### src/design/lsse_pkg.sv
package lsse_pkg;

    // sizing
    localparam int TABLE_DEPTH = 4096;
    localparam int MAX_ORDER   = 8;
    localparam int MAX_DIM     = 32;

    localparam int ADDR_W   = $clog2(TABLE_DEPTH);
    localparam int N_W      = $clog2(TABLE_DEPTH + 1);
    localparam int ORD_W    = $clog2(MAX_ORDER + 2);
    localparam int ORDER_IW = (MAX_ORDER > 1) ? $clog2(MAX_ORDER) : 1;
    localparam int CNT_W    = 6;

    // index reduction: 12x12 product, a few remainder bits per cycle
    localparam int PROD_W   = 24;
    localparam int DIV_BITS = 4;
    localparam int DIV_CYC  = PROD_W / DIV_BITS;
    localparam int DCNT_W   = $clog2(DIV_CYC);

    // queue between front and back
    localparam int FIFO_DEPTH = 2;
    localparam int FIFO_PW    = $clog2(FIFO_DEPTH);
    localparam int FIFO_CW    = $clog2(FIFO_DEPTH + 1);

    // configuration port
    localparam int CFG_IDX_W  = 1;
    localparam int CFG_DATA_W = 13;
    localparam logic [CFG_IDX_W-1:0] CFG_MODULUS     = 1'd0;
    localparam logic [CFG_IDX_W-1:0] CFG_ORDER_LIMIT = 1'd1;
    localparam logic [12:0] MODULUS_RESET     = 13'd4096;
    localparam logic [3:0]  ORDER_LIMIT_RESET = 4'd8;

    // item kinds
    localparam logic KIND_LOAD  = 1'b0;
    localparam logic KIND_COORD = 1'b1;

    // q24.40 constants
    localparam logic [63:0] ONE_Q40   = 64'h0000_0100_0000_0000;
    localparam logic [63:0] POS_LIMIT = 64'h7FFF_FFFF_FFFF_FFFF;
    localparam logic [63:0] NEG_LIMIT = 64'h8000_0000_0000_0000;

    typedef struct packed {
        logic               kind;
        logic [11:0]        table_index;
        logic signed [31:0] table_value;
        logic [11:0]        point_number;
        logic [11:0]        multiplier;
        logic               last_coord;
    } t_in_item;

    typedef struct packed {
        logic [5:0]         coord_count;
        logic [5:0]         sum_order;
        logic signed [63:0] sum_value;
        logic               run_end;
    } t_out_item;

    // one classified coordinate handed from front to back
    typedef struct packed {
        logic signed [31:0] weight;
        logic               last;
    } t_work;

endpackage

### src/design/lsse_fifo.sv
module lsse_fifo (
    input  logic            i_clk,
    input  logic            i_rst_n,
    input  logic            i_wr_valid,
    output logic            o_wr_ready,
    input  lsse_pkg::t_work i_wr_item,
    output logic            o_rd_valid,
    input  logic            i_rd_pop,
    output lsse_pkg::t_work o_rd_item
);
    import lsse_pkg::*;

    t_work              r_mem [FIFO_DEPTH];
    logic [FIFO_PW-1:0] r_wr_ptr;
    logic [FIFO_PW-1:0] r_rd_ptr;
    logic [FIFO_CW-1:0] r_count;

    logic do_wr;
    logic do_rd;

    assign o_wr_ready = (r_count != FIFO_CW'(FIFO_DEPTH));
    assign o_rd_valid = (r_count != '0);
    assign do_wr      = i_wr_valid && o_wr_ready;
    assign do_rd      = i_rd_pop && o_rd_valid;
    assign o_rd_item  = r_mem[r_rd_ptr];

    always_ff @(posedge i_clk) begin
        if (!i_rst_n) begin
            r_wr_ptr <= '0;
            r_rd_ptr <= '0;
            r_count  <= '0;
        end else begin
            if (do_wr) begin
                r_wr_ptr <= (r_wr_ptr == FIFO_PW'(FIFO_DEPTH - 1)) ? '0 : r_wr_ptr + 1'b1;
            end
            if (do_rd) begin
                r_rd_ptr <= (r_rd_ptr == FIFO_PW'(FIFO_DEPTH - 1)) ? '0 : r_rd_ptr + 1'b1;
            end
            if (do_wr && !do_rd) begin
                r_count <= r_count + 1'b1;
            end else if (do_rd && !do_wr) begin
                r_count <= r_count - 1'b1;
            end
        end
    end

    always_ff @(posedge i_clk) begin
        if (do_wr) begin
            r_mem[r_wr_ptr] <= i_wr_item;
        end
    end

    a_no_underflow: assert property (@(posedge i_clk) disable iff (!i_rst_n)
        i_rd_pop |-> (r_count != '0))
        else $error("pop from empty queue");

    a_count_bound: assert property (@(posedge i_clk) disable iff (!i_rst_n)
        r_count <= FIFO_CW'(FIFO_DEPTH))
        else $error("queue count beyond depth");

endmodule

### config.mk
export PLATFORM = sky130hd
export DESIGN_NAME = lsse_fifo
export DESIGN_NICKNAME = d
export VERILOG_FILES = /design/src/design/lsse_pkg.sv /design/src/design/lsse_fifo.sv
export SDC_FILE = /design/constraint.sdc
export NUM_CORES = 1
export LEC_CHECK = 0
export ABC_AREA = 1
export BUFFER_PORTS_ARGS = -buffer_cell sky130_fd_sc_hd__buf_2
export CAP_MARGIN = 40
export CORE_MARGIN = 8
export CORE_UTILIZATION = 40
export CTS_CLUSTER_DIAMETER = 50
export DETAILED_ROUTE_END_ITERATION = 10
export HOLD_SLACK_MARGIN = 0.12
export PLACE_DENSITY_LB_ADDON = 0.3
export SYNTH_ARGS = -nofsm -noshare
export SYNTH_HDL_FRONTEND = slang
export SYNTH_SLANG_ARGS = --single-unit
### constraint.sdc
create_clock -name i_clk -period 2.2 [get_ports i_clk]
set_input_delay 0.22 -clock i_clk [delete_from_list [all_inputs] [get_ports i_clk]]
set_output_delay 0.22 -clock i_clk [all_outputs]
set_load 0.02 [all_outputs]
==> results <==
- The fraction of the cycle the final worst path needs is 85.05%.
- The register bit count reported by yosys is 71.
- The number of fill cells is 547.
- The post-cts sizing count is 0.
- In the routed design, unresolved DRC markers number 0.
- The utilization after layout is 55.63%.
- The average size of a mapped cell is 19.84 um2.
- The clock net in this run drives a total of 71 sinks.
- For this run, asynchronously set or reset flops after synthesis account for 0%.
- The clock-pin slew on the worst setup and hold paths is 0.07 ns.
- Measured in cells, the most critical reg-to-reg path has a length of 10.
- The total area of sequential cells is 2083 um2.
- The top cell type by area accounts for 71.35% of the synthesized area.
- The setup path with the least slack is of type reg -> out.
- The region available for standard cell placement spans 6756 um2.
- For this configuration, the core starts out at a cell density of 41.11%.
- Global routing used 11.05% of the available tracks across all layers.
- The clock period could shrink to 1.871 ns.
- After synthesis, the most frequently instantiated cells are edfxtp_1 (66), mux2_4 (30), nand2_1 (9), inv_1 (8), nor2_1 (8).
- The total count of max-transition violations in the final report is 0.
- From synthesis to final layout, the design area changed by 35.32%.
- The count of buffers from port buffering is 71.
- Clock skew on the completed layout was measured at 0.007379 ns.
- After layout, the design draws a total of 3.970 mW.
- In this run the core area contains 30 standard-cell rows.
- The setup fix buffers added after clock tree synthesis is 0.
- The H-tree was split into 3 levels.
- Entering global routing, the biggest net connects 34 pins.
- The count of routing violations after the opening detailed-route iteration is 48.
- For this run the aggregate overflow at the end of global routing stands at 0.
- The number of global-route vias before repair is 1,722.
- The final wirelength is 5189 um.
- The final layout net count is 294.
- The worst-case headroom to the max-slew limit is 74.73%.
- The detail-routed via count per cell is 4.557.
- The count of nets left with antenna violations after detail routing is 0.
- The arrival time of data at the critical path endpoint is 1.65 ns.
- The first global-routing pass estimated 8355 um of wire.
- Routability-driven placement finished with a final weighted congestion of 0.6758.
- From bottom edge to top edge, the die measures 99.33 um.
- In the synthesized netlist the dominant register cell turns out to be edfxtp_1.
- The worst supply voltage drop on vdd is 0.7135 mV.
- The area of the die is 9866 um2.
- The total nets after synthesis is 178.
- The maximum buffer depth of the clock tree is 2.
- The highest net fanout along the worst path is 10.
- Derived from the worst setup path, the maximum achievable clock frequency is 0.5345 GHz.
- The power density over cell area is 1056 nW/um2.
- The routed layout has 1,554 vias.
- The pin slew with the least headroom to its limit is 0.3790 ns.
- The run finished with clean final reports.
- Synthesis produced a netlist whose cell count is 140.
- Cells with a size suffix above 1 make up 48.66% of the layout.
- In this run the worst hold path is classified as in -> reg.
- The worst hold path was traced through 3 stages.
- The detailed-route wire length per cell is 15.22 um.
- The number of antenna diodes in the final layout is 0.
- The clock root buffer master is clkbuf_8.
- For the worst-skew pair, the clock arrives at the later sink with an insertion delay of 0.33 ns.
- In the post-synthesis netlist, the biggest area contributors are edfxtp_1 (71%), mux2_4 (16%), dfxtp_1 (3.6%).
- Setup repair after global routing left no endpoint under its margin.
- The clock tree from TritonCTS is done.
- The required time at the worst-slack endpoint is 1.98 ns.
- During synthesis, Yosys emitted a total of 0 warnings.
- Max-cap violations in this run came to 0.
- The number of antenna violations at the first check in global routing is 0.
- The die is 99.33 um wide.
- The leading cell type by number of instances after synthesis is edfxtp_1.
- 72 I/O pins were placed.
- The startpoint class of the critical path is a flip-flop.
- The number of flops mapped to enable cells by yosys is 66.
- The first TritonRoute pass finished after 4 iterations.
- Detailed placement ended at an HPWL of 3452 um.
- The final-report hold violation count was 0.
- The cell taking the most area after synthesis is edfxtp_1.
- The cell area that synthesis handed to floorplanning was 2778 um2.
- Counting the buffers created by CTS gives 9.
- The share of the Yosys chip area taken by registers is 74.95%.
- The leakage power of the design is 1.516 nW.
- The nature of the critical path endpoint is an output port.
- The multi-input logic area is 609.3 um2.
- Yosys mapped the design onto 15 distinct sky130hd cell types.
- Setup violations remaining at the end of the flow were counted as 0.
[placed cells by master (no fill, tap or decap)]
cell,netlist,final
buf_2,0,71
edfxtp_1,66,66
dlygate4sd3_1,0,33
mux2_4,30,30
nand2_1,9,9
clkbuf_8,0,9
inv_1,8,8
nor2_1,8,6
dfxtp_1,5,4
mux2_2,3,3
clkinv_2,0,3
buf_4,0,3
nor2_4,0,2
o21ai_0,2,2
clkinvlp_4,0,2
buf_12,3,2
o21a_1,1,1
a21oi_1,1,1
nand3_1,1,1
nand4_1,1,1
ha_1,1,1
dfxtp_2,0,1
bufinv_16,0,1
clkinv_1,0,1
[per-layer routing]
layer | part of all wire, % | track usage, % | vias up | wire length [um]
met5 | 0 | 0 | - | 0
met4 | 2.7 | 6.403 | 0 | 138
met3 | 5.4 | 3.631 | 12 | 278
met2 | 51 | 19.21 | 46 | 2643
met1 | 41 | 11.41 | 743 | 2128
li1 | - | - | 753 | -
[through the flow]
stage / std cells / hold WS (ns) / cell area [um2] / TNS (ns) / worst slack [ns]
floorplan: 140 / 0.3189 / 2778 / -22.86 / -0.3464
global placement: 292 / 0.4080 / 3241 / 0 / 0.6680
global route: 341 / 0.1692 / 3759 / 0 / 0.2463
detailed placement: 292 / 0.4112 / 3241 / 0 / 0.6474
CTS: 341 / 0.1432 / 3759 / 0 / 0.2816
finish: 341 / 0.1590 / 3759 / 0 / 0.3290
[path summary, 6_finish.rpt]
path / start / end / slack [ns]
setup reg to reg: r_count[0]$_SDFFE_PN0P_ / r_count[1]$_SDFFE_PN0P_ / 0.65
hold / removal: i_rst_n / r_wr_ptr$_SDFFE_PN0P_ / 0.16
hold reg to reg: r_rd_ptr$_SDFFE_PN0P_ / r_rd_ptr$_SDFFE_PN0P_ / 0.53
setup / recovery: flip-flop / o_rd_item[19] / 0.33
[layout make-up]
class                      instances  share of cell area, %
clock inverter                     7                  1.698
clock buffer                       9                  3.296
tap                               80                  2.663
timing repair buffer             109                  19.91
multi-input combinational         57                  16.21
inverter                           8                 0.7989
sequential                        71                  55.43
[power by group]
group,internal (mW),leakage (nW),switching (mW)
sequential,1.71,0.657,0.0889
clock,0.513,0.0924,0.448
combinational,0.560,0.766,0.652
total,2.78,1.52,1.19
[worst max-delay path: stages, from the launching register on]
cell and delay (ns):
dfxtp_2 0.56, buf_4 0.29, mux2_4 0.31, buf_2 0.16
[sequential cells by signal, summed over array words and instances, names as in the netlist, named ones only]
register / flops
r_mem: 66
r_count: 2
r_rd_ptr: 1
r_wr_ptr: 1
[kinds of logic (layout without fill, tap and decap cells)]
| group | after synthesis | in the layout | synth area share (%) |
|---|---|---|---|
| flops | 71 | 71 | 74.96 |
| mux | 33 | 33 | 17.43 |
| simple gates | 19 | 19 | 2.703 |
| buf+inv | 12 | 133 | 3.649 |
| compound gates | 4 | 4 | 0.8108 |
| fa+ha+maj | 1 | 1 | 0.4504 |
[timing repair]
action / CTS / global route
hold buffers: 33 / 0
hold endpoints to repair: 66 / 0
endpoints found under the setup margin: 0 / 0
Note: power is estimated with default switching activity, not from simulation.
